==> config.mk <==
export PLATFORM = sky130hd
export DESIGN_NAME = integer_to_ascii_digits_unit
export DESIGN_NICKNAME = d
export VERILOG_FILES = /design/src/hw/rtl/i2a_pkg.sv /design/src/hw/rtl/integer_to_ascii_digits_unit.sv /design/src/hw/rtl/i2a_cell.sv
export SDC_FILE = /design/constraint.sdc
export NUM_CORES = 1
export LEC_CHECK = 0
export BUFFER_PORTS_ARGS = -buffer_cell sky130_fd_sc_hd__buf_4
export CAP_MARGIN = 20
export CORE_ASPECT_RATIO = 1.2
export CORE_UTILIZATION = 30
export CTS_CLUSTER_DIAMETER = 80
export DETAILED_ROUTE_END_ITERATION = 6
export GPL_TIMING_DRIVEN = 0
export SLEW_MARGIN = 20
export SYNTH_ARGS = -nofsm -noshare
export SYNTH_HDL_FRONTEND = slang
export SYNTH_SLANG_ARGS = --single-unit
==> constraint.sdc <==
create_clock -name clk -period 6.3 [get_ports clk]
set_clock_uncertainty 0.2 [all_clocks]
set_input_delay 1.26 -clock clk [delete_from_list [all_inputs] [get_ports clk]]
set_output_delay 1.26 -clock clk [all_outputs]
set_load 0.1 [all_outputs]
==> src/hw/rtl/i2a_pkg.sv <==
// Shared types, codes and character helpers for the integer-to-ASCII converter.
package i2a_pkg;

	// Number of digit cells: 20 decimal digits cover a 64-bit unsigned operand
	localparam int NUM_CELLS = 20;
	// Hex digits of a 64-bit operand
	localparam int HEX_DIGITS = 16;
	localparam int CNT_W = $clog2(NUM_CELLS + 1);

	// Conversion kinds
	localparam logic [1:0] OP_SDEC   = 2'd0;
	localparam logic [1:0] OP_UDEC   = 2'd1;
	localparam logic [1:0] OP_HEX    = 2'd2;
	localparam logic [1:0] OP_UNUSED = 2'd3;

	// ASCII codes
	localparam logic [7:0] CHAR_ZERO  = 8'h30;
	localparam logic [7:0] CHAR_ALPHA = 8'h57; // 'a' - 10
	localparam logic [7:0] CHAR_MINUS = 8'h2d;

	// Per-cycle operation of every digit cell
	typedef enum logic [1:0] {
		CM_HOLD,
		CM_LOAD,
		CM_CONV,
		CM_SHIFT
	} cell_mode_t;

	// Sequencer states
	typedef enum logic [2:0] {
		ST_IDLE,
		ST_CONV,
		ST_SKIP,
		ST_SIGN,
		ST_EMIT
	} state_t;

	// Sequencer control outputs
	typedef struct packed {
		cell_mode_t mode;
		logic       in_stall;
		logic       load_out;
		logic       sel_minus;
		logic       cnt_dec;
		logic       conv_step;
	} ctl_t;

	// Shift-and-add-3 correction of one BCD digit
	function automatic logic [3:0] adj3(input logic [3:0] d);
		return (d >= 4'd5) ? d + 4'd3 : d;
	endfunction

	// ASCII code of one digit, 0-9 then a-f
	function automatic logic [7:0] digit_char(input logic [3:0] d);
		return (d < 4'd10) ? CHAR_ZERO + {4'b0, d} : CHAR_ALPHA + {4'b0, d};
	endfunction

endpackage

==> src/hw/rtl/integer_to_ascii_digits_unit.sv <==
// Top level of the integer-to-ASCII converter: sequencer, operand register, digit chain.
//
// Input channel: in_valid/in_stall with op, wide and value. Output channel:
// out_valid/out_stall with char_out and last, one character per transaction,
// most significant first, last set on the final character.
// One number is converted at a time. After acceptance, decimal kinds run the
// 32- or 64-bit operand through the row of 20 digit cells two bits per cycle.
// Hex loads the nibbles straight into the cells. Leading zeros are then
// shifted out of the top cell, one per cycle (at most 19), and the sequencer
// stops at the first nonzero digit or at the last cell. A minus sign goes to
// the output register first, then the digits, taken from the top cell.
// The output register lets the next item be accepted while the final
// character still waits. A stalled receiver holds the output register and,
// while characters go out, the chain. An item with the unused kind is
// accepted and produces nothing. Reset clears the sequencer and the output
// valid; no item is in flight.
module integer_to_ascii_digits_unit (
	input  logic        clk,
	input  logic        arst_n,
	input  logic        in_valid,
	output logic        in_stall,
	input  logic [1:0]  op,
	input  logic        wide,
	input  logic [63:0] value,
	output logic        out_valid,
	input  logic        out_stall,
	output logic [7:0]  char_out,
	output logic        last
);
	import i2a_pkg::*;

	state_t           state_q;
	state_t           state_d;
	ctl_t             ctl;
	logic [63:0]      mag_q;
	logic [4:0]       conv_cnt_q;
	logic [CNT_W-1:0] cnt_q;
	logic             minus_q;
	logic             out_valid_q;
	logic [7:0]       char_q;
	logic             last_q;

	logic             in_acc;
	logic             out_free;
	logic             neg;
	logic [63:0]      sx;
	logic [63:0]      mag_dec;
	logic [63:0]      mag_raw;
	logic [63:0]      conv_src;
	logic             top_zero;
	logic             skip_move;
	logic             cnt_one;

	logic [3:0] digits   [NUM_CELLS];
	logic [3:0] load_dig [NUM_CELLS];
	logic [1:0] bits     [NUM_CELLS];

	assign in_acc   = in_valid && !in_stall;
	assign out_free = !out_valid_q || !out_stall;

	// Operand forms: sign, sign-extended, magnitude and raw zero-extended
	always_comb begin
		neg      = wide ? value[63] : value[31];
		sx       = wide ? value : {{32{value[31]}}, value[31:0]};
		mag_raw  = wide ? value : {32'b0, value[31:0]};
		mag_dec  = (op == OP_SDEC && neg) ? (64'd0 - sx) : mag_raw;
		conv_src = wide ? mag_dec : {mag_dec[31:0], 32'b0};
	end

	assign top_zero  = (digits[NUM_CELLS-1] == 4'd0);
	assign cnt_one   = (cnt_q == CNT_W'(1));
	assign skip_move = top_zero && !cnt_one;

	// Next state
	always_comb begin
		state_d = state_q;
		unique case (state_q)
			ST_IDLE: begin
				if (in_acc) begin
					unique case (op) inside
						OP_SDEC, OP_UDEC: state_d = ST_CONV;
						OP_HEX:           state_d = ST_SKIP;
						default:          state_d = ST_IDLE;
					endcase
				end
			end
			ST_CONV: begin
				if (conv_cnt_q == 5'd0) state_d = ST_SKIP;
			end
			ST_SKIP: begin
				if (!skip_move) state_d = minus_q ? ST_SIGN : ST_EMIT;
			end
			ST_SIGN: begin
				if (out_free) state_d = ST_EMIT;
			end
			ST_EMIT: begin
				if (out_free && cnt_one) state_d = ST_IDLE;
			end
			default: state_d = ST_IDLE;
		endcase
	end

	// Sequencer outputs
	always_comb begin
		ctl = '0;
		ctl.mode = CM_HOLD;
		ctl.in_stall = 1'b1;
		unique case (state_q)
			ST_IDLE: begin
				ctl.in_stall = 1'b0;
				ctl.mode     = in_valid ? CM_LOAD : CM_HOLD;
			end
			ST_CONV: begin
				ctl.mode      = CM_CONV;
				ctl.conv_step = 1'b1;
			end
			ST_SKIP: begin
				ctl.mode    = skip_move ? CM_SHIFT : CM_HOLD;
				ctl.cnt_dec = skip_move;
			end
			ST_SIGN: begin
				ctl.load_out  = out_free;
				ctl.sel_minus = 1'b1;
			end
			ST_EMIT: begin
				ctl.mode     = out_free ? CM_SHIFT : CM_HOLD;
				ctl.load_out = out_free;
				ctl.cnt_dec  = out_free;
			end
			default: ctl.in_stall = 1'b1;
		endcase
	end

	assign in_stall = ctl.in_stall;

	// Hold sequencer state, counters and output valid
	always_ff @(posedge clk or negedge arst_n) begin
		if (!arst_n) begin
			state_q     <= ST_IDLE;
			out_valid_q <= 1'b0;
			conv_cnt_q  <= '0;
			cnt_q       <= '0;
			minus_q     <= 1'b0;
		end else begin
			state_q <= state_d;
			if (ctl.load_out) begin
				out_valid_q <= 1'b1;
			end else if (!out_stall) begin
				out_valid_q <= 1'b0;
			end
			if (in_acc) begin
				conv_cnt_q <= wide ? 5'd31 : 5'd15;
				cnt_q      <= CNT_W'(NUM_CELLS);
				minus_q    <= (op == OP_SDEC) && neg;
			end else begin
				if (ctl.conv_step) conv_cnt_q <= conv_cnt_q - 5'd1;
				if (ctl.cnt_dec)   cnt_q      <= cnt_q - CNT_W'(1);
			end
		end
	end

	// Operand shift register feeding the bottom cell, two bits a cycle
	always_ff @(posedge clk) begin
		if (in_acc) begin
			mag_q <= conv_src;
		end else if (ctl.conv_step) begin
			mag_q <= {mag_q[61:0], 2'b00};
		end
	end

	// Output register
	always_ff @(posedge clk) begin
		if (ctl.load_out) begin
			char_q <= ctl.sel_minus ? CHAR_MINUS : digit_char(digits[NUM_CELLS-1]);
			last_q <= ctl.sel_minus ? 1'b0 : cnt_one;
		end
	end

	assign out_valid = out_valid_q;
	assign char_out  = char_q;
	assign last      = last_q;

	// Row of digit cells, cell 0 at the bottom
	for (genvar i = 0; i < NUM_CELLS; i++) begin : g_cell
		if (i < HEX_DIGITS) begin : g_hex
			assign load_dig[i] = (op == OP_HEX) ? mag_raw[4*i +: 4] : 4'd0;
		end else begin : g_dec
			assign load_dig[i] = 4'd0;
		end

		if (i == 0) begin : g_bot
			i2a_cell u_cell (
				.clk        (clk),
				.mode       (ctl.mode),
				.load_digit (load_dig[i]),
				.bits_in    (mag_q[63:62]),
				.digit_in   (4'd0),
				.digit      (digits[i]),
				.bits_out   (bits[i])
			);
		end else begin : g_mid
			i2a_cell u_cell (
				.clk        (clk),
				.mode       (ctl.mode),
				.load_digit (load_dig[i]),
				.bits_in    (bits[i-1]),
				.digit_in   (digits[i-1]),
				.digit      (digits[i]),
				.bits_out   (bits[i])
			);
		end
	end

endmodule

==> src/hw/rtl/i2a_cell.sv <==
// One digit cell: holds a 4-bit digit, converts two bits per cycle, shifts toward the top.
module i2a_cell (
	input  logic                clk,
	input  i2a_pkg::cell_mode_t mode,
	input  logic [3:0]          load_digit,
	input  logic [1:0]          bits_in,
	input  logic [3:0]          digit_in,
	output logic [3:0]          digit,
	output logic [1:0]          bits_out
);
	import i2a_pkg::*;

	logic [3:0] digit_q;
	logic [3:0] a1;
	logic [3:0] mid;
	logic [3:0] a2;
	logic [3:0] conv_next;

	// Two double-dabble steps: correct, shift in the neighbor's bit, repeat
	always_comb begin
		a1        = adj3(digit_q);
		mid       = {a1[2:0], bits_in[1]};
		a2        = adj3(mid);
		conv_next = {a2[2:0], bits_in[0]};
		bits_out  = {a1[3], a2[3]};
	end

	// Update the held digit
	always_ff @(posedge clk) begin
		unique case (mode)
			CM_LOAD:  digit_q <= load_digit;
			CM_CONV:  digit_q <= conv_next;
			CM_SHIFT: digit_q <= digit_in;
			default:  digit_q <= digit_q;
		endcase
	end

	assign digit = digit_q;

endmodule

Word level (Yosys, flattened, before mapping). Cells that the tools add are included. Widths: inputs -> output; s select.

$add $sub $neg: 45. $lt $le $gt $ge: 41. Equal/unequal tests: 16. Muxes and demuxes: 108. Reductions and logical operators: 18.

Operators by type and width (count): $mux 64 (6); $pmux 4 s3 (20); $mux 4 (54); $ge 4x3->1 const B (40); $add 4x2->4 const B (38); $sub 1x64->64 const A (1); $mux 5 (5); $mux 3 (8); $pmux 3 s5 (1); $ne 2x2->1 const B (5); $sub 5x1->5 const B (2); $add 7x4->8 const A (1); $mux 1 (8); $mux 8 (1); $pmux 2 s4 (1); $add 6x4->7 const A (1); $add 3x2->3 const B (2); $eq 2x2->1 const B (3); $eq 3x2->1 const B (2); $eq 5x1->1 const B (1); $logic_not 5->1 (1); $reduce_and 5->1 (1); $eq 2x1->1 const B (2); $logic_and 1x1->1 (4); other kinds (15) (20).

Register bits after elaboration: 168. Input bits: 71. Logic and storage cells: 256.

Logic depth before layout (Yosys ltp).
Word-level depth: 7. Gate-level depth with buffers: 12.

Cells and area by module. Synthesis repeated with hierarchy kept, for this count alone.

Cell total of the unflattened synthesis: 1798. Area, all modules: 15879.0 sq um.

By module, submodules not included: i2a_cell (times used 20, cells an instance 51, area an instance 459.2 sq um); integer_to_ascii_digits_unit (times used 1, cells an instance 778, area an instance 6695.2 sq um).

Worst setup path after synthesis. OpenSTA, ideal clock, no wires.

Kind: input port to flip-flop. From: in in_valid. To: reg g_cell[0].g_bot.u_cell.digit_q[0] (enable). Library setup time: 0.404 ns. Arrival: 4.198 ns. Setup slack: 1.498 ns. Cell stages on the path: 4. Cells stage by stage: nand2_2 clkbuf_1 nand2_1 or2_2.

Cells in the longest elaborated chain, start to end: 4. Elaborated cells between the ends (all ways): 6. Those cells by class: 3 x eq/ne; 2 x mux; 1 x reduce/logical.

Ends and longest elaborated chain: start, declared (line integer_to_ascii_digits_unit.sv:20) `input logic in_valid,`; $mux 1 * (line integer_to_ascii_digits_unit.sv:111) `ctl.mode = in_valid ? CM_LOAD : CM_HOLD;`; $pmux 2 s4 * (line integer_to_ascii_digits_unit.sv:108) `unique case (state_q)`; $eq 2x1->1 or $eq 2x2->1 (tied branches) (line i2a_cell.sv:30) `unique case (mode)`; $reduce_bool 3->1 (no line) *; end signal, assigned (line i2a_cell.sv:31) `CM_LOAD: digit_q <= load_digit;`; end signal, assigned (line i2a_cell.sv:32) `CM_CONV: digit_q <= conv_next;`; end signal, assigned (line i2a_cell.sv:33) `CM_SHIFT: digit_q <= digit_in;`; end, declared (line i2a_cell.sv:13) `logic [3:0] digit_q;`.

Every way passes the cells marked *; elsewhere a longest branch is shown, timed or not. A chain may end at the register's enable or synchronous reset.

Worst setup path after layout.
From: in value[15]. To: reg mag_q[53], data pin.

Cells in the longest elaborated chain, start to end: 5.

Ends and longest elaborated chain: start, declared (line integer_to_ascii_digits_unit.sv:24) `input logic [63:0] value,`; $mux 64 (line integer_to_ascii_digits_unit.sv:64) `sx = wide ? value : {{32{value[31]}}, value[31:0]};`; $sub 1x64->64 (line integer_to_ascii_digits_unit.sv:66) `mag_dec = (op == OP_SDEC && neg) ? (64'd0 - sx) : mag_raw;`; $mux 64 (line integer_to_ascii_digits_unit.sv:66); $mux 64 (line integer_to_ascii_digits_unit.sv:67) `conv_src = wide ? mag_dec : {mag_dec[31:0], 32'b0};`; $mux 64 (line integer_to_ascii_digits_unit.sv:164) `if (in_acc) begin`; end signal, assigned (line integer_to_ascii_digits_unit.sv:165) `mag_q <= conv_src;`; end signal, assigned (line integer_to_ascii_digits_unit.sv:167) `mag_q <= {mag_q[61:0], 2'b00};`; end, declared (line integer_to_ascii_digits_unit.sv:35) `logic [63:0] mag_q;`.

Every way passes these cells.

==> run metrics <==
Cell variety after synth=79; Buffers on Ports=74; Syn-to-layout area delta=14.2%; router iterations before antenna repair=7; RSZ-0062 raised after global routing=no; CTS Buf Count=17; core area=43000 um2; Synth Area in Adders=0.0582; status=complete, but fails checks; Starting Density=0.305; CP Buf/Inv Count=1; Cells after Synth=1506; post-CTS setup buffer count=0; vias in the first global route=12000; arrival time worst endpoint=4.44 ns; final net count=1733; Routed Antenna Nets=0; dominant cells by area after synthesis=edfxtp_1 (35%), o21ai_0 (7.7%), ha_1 (5.8%), a21oi_1 (4.5%), nand2_1 (4.1%); chip height=231 um; crit end category=flip-flop; mapped cell area=13100 um2; Setup-failing EPs final=0; via count=12800; Slew Viols, Final=0; vias per cell=5.91; Top FF cell, synth=edfxtp_1; first-pass GRT wire length=72800 um; dpl ws=1.50 ns; # IOs=82; WP data required=6.27 ns; Max-Cap Viols=0; WL final=49300 um; Peak supply drop=0.000341 V; GR Util All Layers=0.220; post-synthesis compound-gate area fraction=0.236; Largest stage delay, worst path=0.94 ns; post_cts resized=0; GP Congestion=0.972; worst-path cell chain=buf_4 -> or4_4 -> or4b_4 -> or2_1 -> nor4_1 -> nor4_1 -> a311oi_1 -> o21ai_0; Crit path max-delay family=simple AND/OR/NAND/NOR gates; Mapped Nets=1638; Leak=5.45 nW; largest family of logic cells by synthesized area=compound AO/OA/AOI/OAI gates; Worst slew margin=0.184; post-synthesis average cell area=8.71 um2; Synth async-reset ratio=0.0898; most frequent cell after synthesis=o21ai_0; wire per inst=22.7 um; Post-synth top cells=o21ai_0 (201), edfxtp_1 (152), nand2_1 (142), a21oi_1 (118), nor2_1 (112); critical path's slowest cell=nor4_1; Least-Margin Pin Slew=1.21 ns; Sum Neg Setup Slack=0 ns; die area=44600 um2; DRC=10; Max clock buf depth=2; share of the synthesized area in the top cell type=0.348; P per Cell Area=577 nW/um2; Yosys top cell by area=edfxtp_1; Worst setup SP type=input port; CP Class=in2reg; violated checks=design-rule violations; Synth Area in XOR/XNOR=0.0534; register area share after synthesis=0.376; Crit path top cell by count=nor4_1; crit-path max FO=5; CTS tree=built; clock root buffer=clkbuf_16; synth warn=0; # rows=83; antenna violations before repair=0; Clock H-tree levels=4; final worst-path cycle share=0.709; drt initial violations=1250; worst min path class=reg2reg; EDFF count, synth=152; DP Wirelength=36500 um; largest net degree at the start of global routing=55; cts hold-fix bufs=0; Yosys reg bits=167; achievable clock frequency=224 MHz; Worst Setup Slack, final=1.83 ns; # diodes=0; total grt overflow=0; proportion of synthesized area in mux cells=0.0383; post-synthesis simple-gate area fraction=0.191; clock latency on the worst-skew pair=0.47 ns; Worst-path clk slew=0.07 ns; die width=193 um; Final Hold Vio Count=0; share of layout cells above drive strength 1=0.0867; Final Critical Period=4.47 ns; total clock sinks=167
## logic make-up after synthesis
| kind of cell | Yosys count |
|---|---|
| mux | 50 |
| flops | 167 |
| buf+inv | 147 |
| fa+ha+maj | 61 |
| simple gates | 494 |
| xor+xnor | 80 |
| compound gates | 505 |
| other cells | 2 |
## layout by cell type, fill, tap and decap left out, types with 5 or more instances in the layout
cell type and instances:
a22o_1 13, a222oi_1 12, inv_1 71, buf_1 7, edfxtp_1 152, nor3b_1 27
mux2i_1 48, nor4_1 18, o21ai_0 201, a211oi_1 6, nand2b_1 46, nand2_1 141
nor2b_1 22, nand3_1 21, and3_1 5, a21o_1 8, and2_1 8, xnor2_1 55
o31ai_1 15, o41ai_1 5, nor3_1 39, a221oi_1 6, a311oi_1 6, o22ai_1 9
clkbuf_1 59, or3_1 12, nor4b_1 7, a21oi_1 118, nand4_1 6, a22oi_1 39
a31oi_1 14, dfrtp_1 15, nor2_1 112, xor2_1 25, o211ai_1 5, buf_4 76
ha_1 61, a221o_1 16, clkbuf_16 17
## worst paths after layout
check                      slack [ns]  cells after the start                                        from                                         end
setup / recovery                 1.83                      8                                   value[15]                         mag_q[53]$_DFFE_PP_
hold / removal                   0.32                      2                          mag_q[6]$_DFFE_PP_                          mag_q[8]$_DFFE_PP_
setup reg to reg                 2.00                      9  g_cell[19].g_mid.u_cell.digit[1]$_DFFE_PP_  g_cell[14].g_mid.u_cell.digit[3]$_DFFE_PP_
hold reg to reg                  0.32                      2                          mag_q[6]$_DFFE_PP_                          mag_q[8]$_DFFE_PP_
max in group asynchronous        5.25                      1                                      arst_n                      state_q[1]$_DFFE_PN0P_
min in group asynchronous        0.45                      1                                      arst_n                   conv_cnt_q[1]$_DFFE_PN0P_
## power breakdown
group	internal [mW]	switching, mW
sequential	2.09	0.424
clock	0.549	0.516
combinational	1.84	3.22
## flip-flops by register name, summed over array words and instances (netlist names)
signal	flops
cnt_q	5
g_cell.g_mid.u_cell.digit	76
conv_cnt_q	5
g_cell.g_bot.u_cell.digit	4
out_valid	1
state_q	3
char_out	7
minus_q	1
last	1
mag_q	64
## per-layer routing
metal / vias to the layer above / share of wire / GRT usage
met5: - / 0 / 0
met4: 0 / 0.057 / 0.127
met3: 163 / 0.090 / 0.0407
met2: 682 / 0.45 / 0.345
met1: 6141 / 0.40 / 0.280
li1: 5805 / - / -
## final cells by class
cell class | count | area, um2
multi-input combinational | 1192 | 7590
fill | 4492 | 28000
timing repair buffer | 76 | 603
clock buffer | 19 | 433
sequential | 167 | 4940
buffer | 76 | 338
clock inverter | 13 | 121
tap | 552 | 691
inverter | 71 | 267
## through the flow
stage                      util  cells  hold WS (ns)  cell area (um2)  power, mW
after floorplan               -   1506         0.263            13100       6.16
after global placement    0.334   2132         0.294            14400       7.33
after detailed placement  0.336   2134         0.312            14400       7.52
after CTS                 0.348   2166         0.323            15000       8.60
after global routing      0.348   2166         0.341            15000       9.33
final                     0.348   2166         0.319            15000       8.64
## worst min-delay path: cells and delay by family, from the launching register on
kind	cells	cell delay (ns)
AO/OA/AOI/OAI	1	0.06
flip-flops	1	0.32
AND/OR/NAND/NOR	1	0.04
Power figures use the tool's default switching activity.
